--- config.mk ---
export PLATFORM = sky130hd
export DESIGN_NAME = softmax_cross_entropy_loss_grad_top
export DESIGN_NICKNAME = d
export VERILOG_FILES = /design/src/sv/smce_pkg.sv /design/src/sv/smce_div.sv /design/src/sv/smce_dp.sv /design/src/sv/smce_ctrl.sv /design/src/sv/softmax_cross_entropy_loss_grad_top.sv
export SDC_FILE = /design/constraint.sdc
export NUM_CORES = 2
export LEC_CHECK = 0
export BUFFER_PORTS_ARGS = -buffer_cell sky130_fd_sc_hd__buf_2
export CAP_MARGIN = 40
export CELL_PAD_IN_SITES_DETAIL_PLACEMENT = 1
export CELL_PAD_IN_SITES_GLOBAL_PLACEMENT = 2
export CORE_AREA = 2 2 404 807
export CTS_CLUSTER_DIAMETER = 40
export DETAILED_ROUTE_END_ITERATION = 10
export DIE_AREA = 0 0 406 809
export GPL_TIMING_DRIVEN = 0
export PLACE_DENSITY_LB_ADDON = 0.1
export REMOVE_ABC_BUFFERS = 1
export SETUP_SLACK_MARGIN = 0.2
export SYNTH_ARGS = -nofsm -noshare
export SYNTH_HDL_FRONTEND = slang
export SYNTH_HIERARCHICAL = 1
export SYNTH_SLANG_ARGS = --single-unit
export TNS_END_PERCENT = 100
--- constraint.sdc ---
create_clock -name clk -period 10.4 [get_ports clk]
set_input_delay 2.08 -clock clk [delete_from_list [all_inputs] [get_ports clk]]
set_output_delay 2.08 -clock clk [all_outputs]
set_load 0.02 [all_outputs]
--- src/sv/smce_pkg.sv ---
// Shared types, widths, codes and lookup tables for the softmax cross-entropy block.
package smce_pkg;

  // Limits and field widths
  localparam int DEF_MAX_VOCAB = 64;
  localparam int MAX_ROWS      = 1024;
  localparam int LOGIT_W       = 16;
  localparam int TGT_W         = 8;
  localparam int VCFG_W        = 7;
  localparam int RCFG_W        = 11;
  localparam int CFG_DW        = 11;
  localparam int CFG_IW        = 1;
  localparam int GRAD_W        = 18;
  localparam int GIDX_W        = 6;
  localparam int LOSS_W        = 24;
  localparam int LSUM_W        = 32;
  localparam int PROB_W        = 17;
  localparam int SUM_W         = 23;
  localparam int NUM_W         = 34;
  localparam int NEGLN_W       = 21;

  // Register indexes
  localparam logic [CFG_IW-1:0] CFG_VOCAB = 1'b0;
  localparam logic [CFG_IW-1:0] CFG_ROWS  = 1'b1;

  // Fixed-point constants
  localparam logic [PROB_W-1:0]  ONE_Q16      = 17'd65536;
  localparam logic [15:0]        LN2_Q16      = 16'd45426;
  localparam logic [NEGLN_W-1:0] EPS_LOSS_Q16 = 21'd1509022;
  localparam logic [LOGIT_W-1:0] LOGIT_MIN    = 16'h8000;

  typedef enum logic [4:0] {
    S_IDLE, S_EXP_RD, S_EXP_M1, S_EXP_M2, S_EXP_WR,
    S_DIV_RD, S_DIV_GO, S_DIV_WAIT, S_DIV_WR,
    S_LN1, S_LN2, S_LN3,
    S_MEAN_GO, S_MEAN_WAIT,
    S_EM_RD, S_EM_GO, S_EM_WAIT, S_EM_OUT
  } state_t;

  typedef enum logic [1:0] {DIV_PROB, DIV_MEAN, DIV_GRAD} div_op_t;

  typedef struct packed {
    logic    in_take;
    logic    row_clr;
    logic    v_clr;
    logic    v_inc;
    logic    sum_clr;
    logic    e_wr;
    logic    p_wr;
    logic    div_start;
    div_op_t div_op;
    logic    ln_upd;
    logic    mean_take;
    logic    out_load;
  } smce_cmd_t;

  typedef struct packed {
    logic v_last;
    logic sum_zero;
    logic div_done;
    logic seq_end;
    logic out_free;
  } smce_stat_t;

  // exp(-i), Q16
  function automatic logic [16:0] exp_int(input logic [3:0] i);
    logic [16:0] r;
    case (i)
      4'd0:    r = 17'd65536;
      4'd1:    r = 17'd24109;
      4'd2:    r = 17'd8869;
      4'd3:    r = 17'd3263;
      4'd4:    r = 17'd1200;
      4'd5:    r = 17'd442;
      4'd6:    r = 17'd162;
      4'd7:    r = 17'd60;
      4'd8:    r = 17'd22;
      4'd9:    r = 17'd8;
      4'd10:   r = 17'd3;
      4'd11:   r = 17'd1;
      default: r = 17'd0;
    endcase
    return r;
  endfunction

  // exp(-i/16), Q16
  function automatic logic [16:0] exp_hi(input logic [3:0] i);
    logic [16:0] r;
    case (i)
      4'd0:  r = 17'd65536;
      4'd1:  r = 17'd61565;
      4'd2:  r = 17'd57835;
      4'd3:  r = 17'd54331;
      4'd4:  r = 17'd51039;
      4'd5:  r = 17'd47947;
      4'd6:  r = 17'd45042;
      4'd7:  r = 17'd42313;
      4'd8:  r = 17'd39750;
      4'd9:  r = 17'd37341;
      4'd10: r = 17'd35079;
      4'd11: r = 17'd32954;
      4'd12: r = 17'd30957;
      4'd13: r = 17'd29081;
      4'd14: r = 17'd27319;
      default: r = 17'd25664;
    endcase
    return r;
  endfunction

  // exp(-i/256), Q16
  function automatic logic [16:0] exp_lo(input logic [3:0] i);
    logic [16:0] r;
    case (i)
      4'd0:  r = 17'd65536;
      4'd1:  r = 17'd65280;
      4'd2:  r = 17'd65026;
      4'd3:  r = 17'd64772;
      4'd4:  r = 17'd64520;
      4'd5:  r = 17'd64268;
      4'd6:  r = 17'd64018;
      4'd7:  r = 17'd63768;
      4'd8:  r = 17'd63520;
      4'd9:  r = 17'd63272;
      4'd10: r = 17'd63025;
      4'd11: r = 17'd62781;
      4'd12: r = 17'd62536;
      4'd13: r = 17'd62291;
      4'd14: r = 17'd62048;
      default: r = 17'd61806;
    endcase
    return r;
  endfunction

  // ln(1 + i/16), Q16
  function automatic logic [15:0] ln_val(input logic [4:0] i);
    logic [15:0] r;
    case (i)
      5'd0:  r = 16'd0;
      5'd1:  r = 16'd3973;
      5'd2:  r = 16'd7719;
      5'd3:  r = 16'd11262;
      5'd4:  r = 16'd14624;
      5'd5:  r = 16'd17821;
      5'd6:  r = 16'd20870;
      5'd7:  r = 16'd23783;
      5'd8:  r = 16'd26573;
      5'd9:  r = 16'd29248;
      5'd10: r = 16'd31818;
      5'd11: r = 16'd34292;
      5'd12: r = 16'd36675;
      5'd13: r = 16'd38975;
      5'd14: r = 16'd41196;
      5'd15: r = 16'd43345;
      default: r = 16'd45426;
    endcase
    return r;
  endfunction

endpackage

--- src/sv/smce_div.sv ---
// Restoring divider, one quotient bit per cycle, shared by all divisions.
module smce_div (
  input  logic                        clk,
  input  logic                        rst_n,
  input  logic                        start,
  input  logic [smce_pkg::NUM_W-1:0]  num,
  input  logic [smce_pkg::SUM_W-1:0]  den,
  output logic [smce_pkg::NUM_W-1:0]  quot,
  output logic                        done
);
  import smce_pkg::*;

  localparam int CNT_W = $clog2(NUM_W);

  logic [NUM_W-1:0] acc_r;
  logic [SUM_W:0]   rem_r;
  logic [SUM_W-1:0] den_r;
  logic [CNT_W-1:0] cnt_r;
  logic             busy_r;
  logic             done_r;
  logic [SUM_W:0]   trial;
  logic             ge;

  // One shift-subtract step
  assign trial = {rem_r[SUM_W-1:0], acc_r[NUM_W-1]};
  assign ge    = trial >= {1'b0, den_r};

  // Control
  always_ff @(posedge clk) begin
    if (!rst_n) begin
      busy_r <= 1'b0;
      done_r <= 1'b0;
      cnt_r  <= '0;
    end else if (start) begin
      busy_r <= 1'b1;
      done_r <= 1'b0;
      cnt_r  <= '0;
    end else if (busy_r) begin
      cnt_r <= cnt_r + 1'b1;
      if (cnt_r == CNT_W'(NUM_W - 1)) begin
        busy_r <= 1'b0;
        done_r <= 1'b1;
      end
    end
  end

  // Data
  always_ff @(posedge clk) begin
    if (start) begin
      acc_r <= num;
      rem_r <= '0;
      den_r <= den;
    end else if (busy_r) begin
      acc_r <= {acc_r[NUM_W-2:0], ge};
      rem_r <= ge ? trial - {1'b0, den_r} : trial;
    end
  end

  assign quot = acc_r;
  assign done = done_r;

  a_no_restart: assert property (@(posedge clk) disable iff (!rst_n)
    start |-> !busy_r) else $error("divider started while busy");

endmodule

--- src/sv/smce_dp.sv ---
// Datapath: config registers, row and probability memories, exp/ln units, output register.
module smce_dp #(
  parameter int MAX_VOCAB = smce_pkg::DEF_MAX_VOCAB
) (
  input  logic                               clk,
  input  logic                               rst_n,
  input  smce_pkg::smce_cmd_t                cmd,
  output smce_pkg::smce_stat_t               stat,
  input  logic                               cfg_we,
  input  logic [smce_pkg::CFG_IW-1:0]        cfg_index,
  input  logic [smce_pkg::CFG_DW-1:0]        cfg_wdata,
  input  logic signed [smce_pkg::LOGIT_W-1:0] in_logit_value,
  input  logic [smce_pkg::TGT_W-1:0]         in_target_index,
  input  logic                               in_target_present,
  input  logic                               in_sequence_last,
  input  logic                               out_ready,
  output logic                               out_valid,
  output logic signed [smce_pkg::GRAD_W-1:0] out_gradient_value,
  output logic [smce_pkg::GIDX_W-1:0]        out_gradient_index,
  output logic                               out_row_done,
  output logic [smce_pkg::LOSS_W-1:0]        out_mean_loss,
  output logic                               out_loss_valid
);
  import smce_pkg::*;

  localparam int AW = $clog2(MAX_VOCAB);
  localparam int VW = $clog2(MAX_VOCAB + 1);

  function automatic logic [3:0] lead_one(input logic [15:0] p);
    logic [3:0] k;
    k = '0;
    for (int i = 0; i < 16; i++) begin
      if (p[i]) k = 4'(i);
    end
    return k;
  endfunction

  // Configuration registers
  logic [VCFG_W-1:0] vocab_r;
  logic [RCFG_W-1:0] rows_r;

  always_ff @(posedge clk) begin
    if (!rst_n) begin
      vocab_r <= VCFG_W'(64);
      rows_r  <= RCFG_W'(1);
    end else if (cfg_we) begin
      unique case (cfg_index)
        CFG_VOCAB: vocab_r <= cfg_wdata[VCFG_W-1:0];
        CFG_ROWS:  rows_r  <= cfg_wdata[RCFG_W-1:0];
        default: ;
      endcase
    end
  end

  // Clamped register values
  logic [VCFG_W-1:0] vc_clamp;
  logic [VW-1:0]     vcnt;
  logic [RCFG_W-1:0] rows;

  always_comb begin
    if (vocab_r < VCFG_W'(2))                  vc_clamp = VCFG_W'(2);
    else if (vocab_r > VCFG_W'(MAX_VOCAB))     vc_clamp = VCFG_W'(MAX_VOCAB);
    else                                       vc_clamp = vocab_r;
    vcnt = VW'(vc_clamp);
    if (rows_r == '0)                          rows = RCFG_W'(1);
    else if (rows_r > RCFG_W'(MAX_ROWS))       rows = RCFG_W'(MAX_ROWS);
    else                                       rows = rows_r;
  end

  // Row collection state
  logic [VW-1:0]              fill_r;
  logic signed [LOGIT_W-1:0]  max_r;
  logic [TGT_W-1:0]           tgt_r;
  logic                       present_r;
  logic                       seq_r;
  logic                       store_ok;

  assign store_ok = fill_r < vcnt;

  always_ff @(posedge clk) begin
    if (!rst_n) begin
      fill_r <= '0;
      max_r  <= LOGIT_MIN;
    end else if (cmd.row_clr) begin
      fill_r <= '0;
      max_r  <= LOGIT_MIN;
    end else if (cmd.in_take && store_ok) begin
      fill_r <= fill_r + 1'b1;
      if (in_logit_value > max_r) max_r <= in_logit_value;
    end
  end

  always_ff @(posedge clk) begin
    if (cmd.in_take) begin
      tgt_r     <= in_target_index;
      present_r <= in_target_present;
      seq_r     <= in_sequence_last;
    end
  end

  // Entry counter
  logic [AW-1:0] v_r;
  always_ff @(posedge clk) begin
    if (!rst_n)          v_r <= '0;
    else if (cmd.v_clr)  v_r <= '0;
    else if (cmd.v_inc)  v_r <= v_r + 1'b1;
  end

  logic v_last, hit, at_tgt;
  assign v_last = VW'(v_r) == vcnt - 1'b1;
  assign hit    = present_r && (tgt_r < TGT_W'(vcnt));
  assign at_tgt = tgt_r == TGT_W'(v_r);

  // Row buffer
  logic signed [LOGIT_W-1:0] lmem [MAX_VOCAB];
  logic signed [LOGIT_W-1:0] lrd_r;

  always_ff @(posedge clk) begin
    if (cmd.in_take && store_ok) lmem[fill_r[AW-1:0]] <= in_logit_value;
    lrd_r <= lmem[v_r];
  end

  // Exp stage 1: difference to max and first table product
  logic signed [LOGIT_W-1:0] xval;
  logic [LOGIT_W:0]          diff, ndiff;
  logic [15:0]               mexp;
  logic [32:0]               prod1;
  logic [33:0]               rnd1;
  logic [PROB_W-1:0]         e1_r;
  logic [3:0]                lo_r;

  always_comb begin
    xval  = (VW'(v_r) < fill_r) ? lrd_r : LOGIT_MIN;
    diff  = {xval[LOGIT_W-1], xval} - {max_r[LOGIT_W-1], max_r};
    ndiff = (LOGIT_W+1)'(0) - diff;
    mexp  = (!diff[LOGIT_W] && diff != '0) ? 16'd0 : ndiff[15:0];
    prod1 = exp_int(mexp[11:8]) * exp_hi(mexp[7:4]);
    rnd1  = 34'(prod1) + 34'd32768;
  end

  always_ff @(posedge clk) begin
    e1_r <= (mexp[15:8] >= 8'd12) ? '0 : rnd1[32:16];
    lo_r <= mexp[3:0];
  end

  // Exp stage 2
  logic [32:0]       prod2;
  logic [33:0]       rnd2;
  logic [PROB_W-1:0] e_r;

  assign prod2 = e1_r * exp_lo(lo_r);
  assign rnd2  = 34'(prod2) + 34'd32768;

  always_ff @(posedge clk) e_r <= rnd2[32:16];

  // Exponent sum
  logic [SUM_W-1:0] sum_r;
  always_ff @(posedge clk) begin
    if (cmd.sum_clr)   sum_r <= '0;
    else if (cmd.e_wr) sum_r <= sum_r + SUM_W'(e_r);
  end

  // Divider and its operand select
  logic [NUM_W-1:0]  div_num;
  logic [SUM_W-1:0]  div_den;
  logic [NUM_W-1:0]  quot;
  logic              div_done;
  logic [PROB_W-1:0] prd_r;
  logic [PROB_W-1:0] gmag;
  logic              gneg;
  logic              g_neg_r;
  logic [LSUM_W-1:0] lsum_r;

  always_comb begin
    gmag = '0;
    gneg = 1'b0;
    if (present_r) begin
      if (hit && at_tgt) begin
        gmag = ONE_Q16 - prd_r;
        gneg = gmag != '0;
      end else begin
        gmag = prd_r;
      end
    end
  end

  always_comb begin
    case (cmd.div_op)
      DIV_PROB: begin
        div_num = NUM_W'({prd_r, 16'h0000}) + NUM_W'(sum_r[SUM_W-1:1]);
        div_den = sum_r;
      end
      DIV_MEAN: begin
        div_num = NUM_W'(lsum_r) + NUM_W'(rows[RCFG_W-1:1]);
        div_den = SUM_W'(rows);
      end
      default: begin
        div_num = NUM_W'(gmag) + NUM_W'(rows[RCFG_W-1:1]);
        div_den = SUM_W'(rows);
      end
    endcase
  end

  smce_div u_div (
    .clk   (clk),
    .rst_n (rst_n),
    .start (cmd.div_start),
    .num   (div_num),
    .den   (div_den),
    .quot  (quot),
    .done  (div_done)
  );

  always_ff @(posedge clk) begin
    if (cmd.div_start && cmd.div_op == DIV_GRAD) g_neg_r <= gneg;
  end

  // Probability memory: holds exponents, then probabilities
  logic [PROB_W-1:0] pmem [MAX_VOCAB];
  logic [PROB_W-1:0] p_val;
  logic [PROB_W-1:0] ptgt_r;

  assign p_val = (sum_r == '0) ? '0 : quot[PROB_W-1:0];

  always_ff @(posedge clk) begin
    if (cmd.e_wr || cmd.p_wr) pmem[v_r] <= cmd.e_wr ? e_r : p_val;
    prd_r <= pmem[v_r];
    if (cmd.p_wr && at_tgt) ptgt_r <= p_val;
  end

  // -ln(p) stage 1: normalize
  logic [3:0]  k;
  logic [31:0] shl;
  logic [3:0]  idx_r;
  logic [11:0] fr_r;
  logic [3:0]  k_r;
  logic        pzero_r, pone_r;

  assign k   = lead_one(ptgt_r[15:0]);
  assign shl = {16'h0000, ptgt_r[15:0]} << (5'd16 - {1'b0, k});

  always_ff @(posedge clk) begin
    idx_r   <= shl[15:12];
    fr_r    <= shl[11:0];
    k_r     <= k;
    pzero_r <= ptgt_r == '0;
    pone_r  <= ptgt_r[PROB_W-1];
  end

  // -ln(p) stage 2: interpolate
  logic [15:0]        ln_lo, ln_hi, ln_d;
  logic [27:0]        ln_prod;
  logic [28:0]        ln_rnd;
  logic [4:0]         kk;
  logic [15:0]        lnf_r;
  logic [NEGLN_W-1:0] base_r;

  always_comb begin
    ln_lo   = ln_val({1'b0, idx_r});
    ln_hi   = ln_val({1'b0, idx_r} + 5'd1);
    ln_d    = ln_hi - ln_lo;
    ln_prod = ln_d * fr_r;
    ln_rnd  = 29'(ln_prod) + 29'd2048;
    kk      = 5'd16 - {1'b0, k_r};
  end

  // kk * ln2 reaches 16 * ln2, so the product is formed at full width
  always_ff @(posedge clk) begin
    lnf_r  <= ln_lo + ln_rnd[27:12];
    base_r <= NEGLN_W'(kk) * NEGLN_W'(LN2_Q16);
  end

  // Loss accumulation and mean
  logic [NEGLN_W-1:0] negln;
  logic [LSUM_W:0]    lsum_add;
  logic [LOSS_W-1:0]  mean_r;

  always_comb begin
    if (pzero_r)     negln = EPS_LOSS_Q16;
    else if (pone_r) negln = '0;
    else             negln = base_r - NEGLN_W'(lnf_r);
    lsum_add = (LSUM_W+1)'(lsum_r) + (LSUM_W+1)'(negln);
  end

  always_ff @(posedge clk) begin
    if (!rst_n) begin
      lsum_r <= '0;
    end else if (cmd.ln_upd && hit) begin
      lsum_r <= lsum_add[LSUM_W] ? '1 : lsum_add[LSUM_W-1:0];
    end else if (cmd.mean_take) begin
      lsum_r <= '0;
    end
  end

  always_ff @(posedge clk) begin
    if (cmd.mean_take) mean_r <= (|quot[NUM_W-1:LOSS_W]) ? '1 : quot[LOSS_W-1:0];
  end

  // Output register
  logic                     out_valid_r;
  logic signed [GRAD_W-1:0] out_grad_r;
  logic [GIDX_W-1:0]        out_idx_r;
  logic                     out_done_r;
  logic [LOSS_W-1:0]        out_mean_r;
  logic                     out_lv_r;
  logic [GRAD_W-1:0]        qext;
  logic                     fin;

  assign qext = {1'b0, quot[PROB_W-1:0]};
  assign fin  = seq_r && v_last;

  always_ff @(posedge clk) begin
    if (!rst_n)             out_valid_r <= 1'b0;
    else if (cmd.out_load)  out_valid_r <= 1'b1;
    else if (out_ready)     out_valid_r <= 1'b0;
  end

  always_ff @(posedge clk) begin
    if (cmd.out_load) begin
      out_grad_r <= g_neg_r ? GRAD_W'(0) - qext : qext;
      out_idx_r  <= GIDX_W'(v_r);
      out_done_r <= v_last;
      out_mean_r <= fin ? mean_r : '0;
      out_lv_r   <= fin;
    end
  end

  assign out_valid          = out_valid_r;
  assign out_gradient_value = out_grad_r;
  assign out_gradient_index = out_idx_r;
  assign out_row_done       = out_done_r;
  assign out_mean_loss      = out_mean_r;
  assign out_loss_valid     = out_lv_r;

  // Status
  assign stat.v_last   = v_last;
  assign stat.sum_zero = sum_r == '0;
  assign stat.div_done = div_done;
  assign stat.seq_end  = seq_r;
  assign stat.out_free = !out_valid_r || out_ready;

  a_fill_bound: assert property (@(posedge clk) disable iff (!rst_n)
    fill_r <= VW'(MAX_VOCAB)) else $error("fill count beyond row buffer");

  a_loss_on_last: assert property (@(posedge clk) disable iff (!rst_n)
    out_valid_r && out_lv_r |-> out_done_r) else $error("mean loss not on row end");

  a_prob_range: assert property (@(posedge clk) disable iff (!rst_n)
    cmd.p_wr |-> p_val <= ONE_Q16) else $error("probability above one");

endmodule

--- src/sv/smce_ctrl.sv ---
// Controller state machine: sequences collection, exp pass, divide pass, loss and emit.
module smce_ctrl (
  input  logic                  clk,
  input  logic                  rst_n,
  input  logic                  in_valid,
  output logic                  in_ready,
  input  logic                  in_row_last,
  input  logic                  in_sequence_last,
  input  smce_pkg::smce_stat_t  stat,
  output smce_pkg::smce_cmd_t   cmd
);
  import smce_pkg::*;

  state_t state_r, state_nxt;
  logic   take, closing;

  assign take    = in_valid && state_r == S_IDLE;
  assign closing = in_row_last || in_sequence_last;

  always_ff @(posedge clk) begin
    if (!rst_n) state_r <= S_IDLE;
    else        state_r <= state_nxt;
  end

  // Next state
  always_comb begin
    state_nxt = state_r;
    unique case (state_r)
      S_IDLE:      if (take && closing) state_nxt = S_EXP_RD;
      S_EXP_RD:    state_nxt = S_EXP_M1;
      S_EXP_M1:    state_nxt = S_EXP_M2;
      S_EXP_M2:    state_nxt = S_EXP_WR;
      S_EXP_WR:    state_nxt = stat.v_last ? S_DIV_RD : S_EXP_RD;
      S_DIV_RD:    state_nxt = S_DIV_GO;
      S_DIV_GO:    state_nxt = stat.sum_zero ? S_DIV_WR : S_DIV_WAIT;
      S_DIV_WAIT:  if (stat.div_done) state_nxt = S_DIV_WR;
      S_DIV_WR:    state_nxt = stat.v_last ? S_LN1 : S_DIV_RD;
      S_LN1:       state_nxt = S_LN2;
      S_LN2:       state_nxt = S_LN3;
      S_LN3:       state_nxt = stat.seq_end ? S_MEAN_GO : S_EM_RD;
      S_MEAN_GO:   state_nxt = S_MEAN_WAIT;
      S_MEAN_WAIT: if (stat.div_done) state_nxt = S_EM_RD;
      S_EM_RD:     state_nxt = S_EM_GO;
      S_EM_GO:     state_nxt = S_EM_WAIT;
      S_EM_WAIT:   if (stat.div_done) state_nxt = S_EM_OUT;
      S_EM_OUT: begin
        if (stat.out_free) state_nxt = stat.v_last ? S_IDLE : S_EM_RD;
      end
      default:     state_nxt = S_IDLE;
    endcase
  end

  // Command outputs
  always_comb begin
    cmd      = '0;
    in_ready = 1'b0;
    unique case (state_r)
      S_IDLE: begin
        in_ready    = 1'b1;
        cmd.in_take = take;
        if (take && closing) begin
          cmd.v_clr   = 1'b1;
          cmd.sum_clr = 1'b1;
        end
      end
      S_EXP_WR: begin
        cmd.e_wr  = 1'b1;
        cmd.v_clr = stat.v_last;
        cmd.v_inc = !stat.v_last;
      end
      S_DIV_GO: begin
        cmd.div_op    = DIV_PROB;
        cmd.div_start = !stat.sum_zero;
      end
      S_DIV_WR: begin
        cmd.p_wr  = 1'b1;
        cmd.v_clr = stat.v_last;
        cmd.v_inc = !stat.v_last;
      end
      S_LN3:       cmd.ln_upd = 1'b1;
      S_MEAN_GO: begin
        cmd.div_op    = DIV_MEAN;
        cmd.div_start = 1'b1;
      end
      S_MEAN_WAIT: begin
        cmd.div_op    = DIV_MEAN;
        cmd.mean_take = stat.div_done;
      end
      S_EM_GO: begin
        cmd.div_op    = DIV_GRAD;
        cmd.div_start = 1'b1;
      end
      S_EM_WAIT:   cmd.div_op = DIV_GRAD;
      S_EM_OUT: begin
        cmd.div_op = DIV_GRAD;
        if (stat.out_free) begin
          cmd.out_load = 1'b1;
          cmd.row_clr  = stat.v_last;
          cmd.v_inc    = !stat.v_last;
        end
      end
      default: ;
    endcase
  end

endmodule

--- src/sv/softmax_cross_entropy_loss_grad_top.sv ---
// Top level of the softmax cross-entropy loss and gradient block.
//
// Input channel (in_valid/in_ready): one Q8.8 logit per request, in vocabulary
// order; the request with in_row_last (or in_sequence_last) closes the row and
// carries its target. Non-closing requests take one cycle each.
// Output channel (out_valid/out_ready): vocab_count gradient requests per
// closed row, Q1.16, with out_row_done on the last; after the sequence's last
// row that final request also carries out_mean_loss with out_loss_valid.
// Configuration: cfg_we with cfg_index 0 (vocab_count) or 1 (sequence_rows), to be
// written by the user only while the block is idle; the block does not enforce it.
// Processing: after a closing request the block runs an exp pass over the row, a
// divide pass through the shared bit-serial divider, the loss update, the mean
// division at sequence end, and an emit pass that uses the divider once per
// entry. No new logit is taken until the row's last gradient is loaded.
// Reset clears the row fill, running max, loss sum and output valid; registers
// return to 64 entries and 1 row. A stalled receiver holds the output register
// and the emit pass waits on it without losing a request.
module softmax_cross_entropy_loss_grad_top #(
  parameter int MAX_VOCAB = smce_pkg::DEF_MAX_VOCAB
) (
  input  logic                               clk,
  input  logic                               rst_n,
  input  logic                               cfg_we,
  input  logic [smce_pkg::CFG_IW-1:0]        cfg_index,
  input  logic [smce_pkg::CFG_DW-1:0]        cfg_wdata,
  input  logic                               in_valid,
  output logic                               in_ready,
  input  logic signed [smce_pkg::LOGIT_W-1:0] in_logit_value,
  input  logic [smce_pkg::TGT_W-1:0]         in_target_index,
  input  logic                               in_target_present,
  input  logic                               in_row_last,
  input  logic                               in_sequence_last,
  output logic                               out_valid,
  input  logic                               out_ready,
  output logic signed [smce_pkg::GRAD_W-1:0] out_gradient_value,
  output logic [smce_pkg::GIDX_W-1:0]        out_gradient_index,
  output logic                               out_row_done,
  output logic [smce_pkg::LOSS_W-1:0]        out_mean_loss,
  output logic                               out_loss_valid
);
  import smce_pkg::*;

  smce_cmd_t  cmd;
  smce_stat_t stat;

  smce_ctrl u_ctrl (
    .clk              (clk),
    .rst_n            (rst_n),
    .in_valid         (in_valid),
    .in_ready         (in_ready),
    .in_row_last      (in_row_last),
    .in_sequence_last (in_sequence_last),
    .stat             (stat),
    .cmd              (cmd)
  );

  smce_dp #(.MAX_VOCAB(MAX_VOCAB)) u_dp (
    .clk                (clk),
    .rst_n              (rst_n),
    .cmd                (cmd),
    .stat               (stat),
    .cfg_we             (cfg_we),
    .cfg_index          (cfg_index),
    .cfg_wdata          (cfg_wdata),
    .in_logit_value     (in_logit_value),
    .in_target_index    (in_target_index),
    .in_target_present  (in_target_present),
    .in_sequence_last   (in_sequence_last),
    .out_ready          (out_ready),
    .out_valid          (out_valid),
    .out_gradient_value (out_gradient_value),
    .out_gradient_index (out_gradient_index),
    .out_row_done       (out_row_done),
    .out_mean_loss      (out_mean_loss),
    .out_loss_valid     (out_loss_valid)
  );

endmodule

==> metrics.csv <==
stage,metric,value,unit
sta,unrepaired setup endpoints after global routing,true,
route,initial drt markers,5944,
worst_setup_path,CP Launch Type,flop,
logic_synthesis,Ys Warns,6,
route,DR WL/cell,28.91,um
sta,Fin Clk Skew,0.08914,ns
final_layout,area grow syn2layout,18.39,%
clock_network,CTS Buffer Depth,4,
worst_setup_path,CP Class,reg2reg,
sta,Worst slew margin,35.02,%
worst_setup_path,reg2reg setup slack,-0.28,ns
global_route,first-pass GRT wire length,631800,um
placement,Port Buffer Count,95,
global_route,vias in the first global route,92699,
clock_network,CTS sink count,2564,
worst_setup_path,reg2reg end,u_dp/e1_r[8],
clock_network,hold_buf cts,0,
clock_network,CTS root buf,clkbuf_16,
floorplanning,Die H,809,um
logic_synthesis,"Distinct cells, synth",106,
route,Vias/cell,5.712,
final_layout,"commonest non-fill, non-tap cell in the layout",edfxtp_1,
placement,hpwl dp,318300,um
logic_synthesis,Synth async-reset ratio,0,%
status,status,finished with violations,
floorplanning,Core ar.,0.3222,mm2
clock_network,Clock Pin Slew Worst Setup and Hold Paths,0.06,ns
sta,Max Fclk,0.09359,GHz
logic_synthesis,"Avg Cell Area, Syn",12.90,um2
sta,Slew @ Worst Pin,0.9747,ns
clock_network,CTS tree,yes,
logic_synthesis,Post-synth EDFFs,2271,
worst_setup_path,CP Max Fanout,4,
sta,final setup margin,-0.2845,ns
worst_setup_path,worst r2r src,u_dp/v_r[1],
route,vias,85492,
final_layout,Layout Nets,11638,
sta,final number of setup-violating endpoints,15,
clock_network,clock latency on the worst-skew pair,0.90,ns
worst_setup_path,CP dominant cell by count,buf_4,
logic_synthesis,"FF+latch count, synth",2564,
global_route,initial antenna violation count,19,
clock_network,H-tree lvl count,5,
global_route,grt ovf,0,
hold_path,hold crit path type,reg2reg,
logic_synthesis,sequential area share after synthesis,57.70,%
status,failing checks,setup timing,
sta,Final Max Slew Viols,0,
floorplanning,initial core utilization,39.83,%
placement,GPL Wtd Cong,0.8458,
worst_setup_path,WP data required,11.10,ns
floorplanning,Cell Rows,295,
sta,crit share post-route,102.7,%
worst_setup_path,CP Data Arrival Time,11.39,ns
worst_setup_path,Critical Path End,u_dp/e1_r[8],
sta,Setup TNS Final,-2.876,ns
floorplanning,Die Width,406,um
route,Pre-antenna DRT Iters,5,
logic_synthesis,Mapped Area,0.1284,mm2
final_layout,Final Util,47.16,%
route,DR DRC count,0,
route,Routed Antenna Nets,0,
logic_synthesis,Cells after Synth,9949,
global_route,largest net degree at the start of global routing,67,
clock_network,clock buffer count from CTS,270,
job,max_cap viols,0,
worst_setup_path,Crit-path slowest cell,fa_2,
logic_synthesis,ys flop type,edfxtp_1,
sta,min cycle time layout,10.68,ns
floorplanning,DIE AREA,0.3285,mm2
worst_setup_path,CP endpoint kind,flop,
sta,Final Hold Viols,0,
final_layout,"commonest cells after routing, fill and taps aside","edfxtp_1, inv_1, a22oi_1, nand2_1, ha_1",
worst_setup_path,"slowest stage delay, CP",0.63,ns
route,DRT Wirelength,432700,um
final_layout,fraction of layout cells with a size suffix above 1,16.63,%
worst_setup_path,Worst Setup SP,u_dp/v_r[1],
worst_setup_path,Worst Reg2Reg Path Length in Cells,52,
global_route,All-Layer GR Usage,26.15,%
floorplanning,Ports,96,
==> metrics by stage <==
stage	hold slack [ns]	worst slack, ns	std cells	area (um2)
6_report	0.3888	-0.2845	14967	152000
5_1_grt	0.3913	-0.7159	14958	151900
4_1_cts	0.3830	-0.3732	14898	150900
3_5_place_dp	0.3676	-4.149	14320	139900
3_3_place_gp	0.3701	-48.17	13830	132200
2_1_floorplan	0.3490	-8.831	9429	126400
==> layer usage <==
metal	vias to the layer above	share of wire (%)	GRT usage (%)
met5	-	0.014	0
met4	8	5.3	12.12
met3	799	3.9	2.559
met2	2184	54	49.19
met1	44888	37	29.32
li1	37613	-	-
==> timing repair <==
item                                    in CTS  in global routing
resized for setup                          335                135
cloned                                       1                  2
setup buffers                              101                 57
pin swaps                                  116                101
endpoints found under the setup margin      33                 24
==> state kept, by name, indices dropped and copies added, names as in the netlist, 18 cells and up, named ones only <==
register / count
u_dp/pmem: 1088
u_dp/lmem: 1024
u_dp/u_div/quot: 34
u_dp/lsum_r: 32
u_dp/mean_r: 24
u_dp/out_mean_loss: 24
u_dp/sum_r: 23
u_dp/u_div/den_r: 23
u_dp/u_div/rem_r: 23
u_dp/base_r: 20
u_dp/out_gradient_value: 18
==> cell type report <==
type | count | area, um2
inverters | 881 | 3321
multi-input cells | 5986 | 51340
clock buffers | 313 | 7129
clock inverters | 163 | 1729
well taps | 4306 | 5388
fillers | 32301 | 170300
diodes | 10 | 25.02
flip-flops and latches | 2564 | 74100
repair buffers | 744 | 8936
==> cells in the mapped netlist (all sizes together), types with 8 or more instances <==
master   instances  area (um2)
o311a            9       90.09
a21boi          36       274.0
nand2          585        2196
xor2           115        1007
o21bai          44       330.3
clkbuf         454        1704
xnor2          176        1556
or2             44       275.3
a221oi         192        1705
ha             593        7420
o211ai          14       110.1
and2           191        1195
nand4          154       963.4
dfxtp          293        5866
a211o           10       87.58
nor3b           15       112.6
nand3b          13       97.59
nor2           603        2268
mux2            67       754.5
nand3          138       690.7
o21a            32       240.2
mux2i           80       800.8
a22o           185        1620
nand2b          66       412.9
a22oi          696        5225
a21oi          348        1749
a21o            69       518.0
edfxtp        2271       68200
or4              8       60.06
fa             554       11090
nor4            33       206.5
o22ai           12       75.07
inv            880        3303
a2111oi          9       78.83
nor3            83       430.4
buf             66       295.3
a31oi          196        1232
or3             35       224.0
and3            59       369.1
nor2b          128       800.8
a211oi          57       427.9
o21ai          207        1040
o31ai           28       215.2
==> worst min-delay path by stage <==
stage,from,endpoint,slack [ns],depth (start not counted)
after floorplan,u_dp/ptgt_r[16],u_dp/pone_r,0.35,0
after global routing,u_dp/ptgt_r[16],u_dp/pone_r,0.39,0
final,u_dp/ptgt_r[16],u_dp/pone_r,0.39,0
after CTS,u_dp/ptgt_r[16],u_dp/pone_r,0.38,0
after global placement,u_dp/ptgt_r[16],u_dp/pone_r,0.37,0
after detailed placement,u_dp/ptgt_r[16],u_dp/pone_r,0.37,0
==> worst max-delay path, delay by kind of cell (launching register included) <==
| family | cells | cell delay, ns |
|---|---|---|
| xor+xnor | 1 | 0.19 |
| simple gates | 11 | 1.58 |
| flops | 1 | 0.36 |
| compound gates | 13 | 2.21 |
| buf+inv | 16 | 1.81 |
| fa+ha+maj | 11 | 4.35 |
==> cells by family after synthesis <==
group           Yosys count  share of synthesized area (%)
flops                  2564                          57.70
fa+ha+maj              1147                          14.42
simple gates           2184                          8.245
mux                     151                          1.282
buf+inv                1401                          4.134
xor+xnor                291                          1.997
compound gates         2211                          12.22
Power is left out: the tool's default activity adds up to more than one toggle a clock period on the data nets, which glitch-free logic cannot reach.
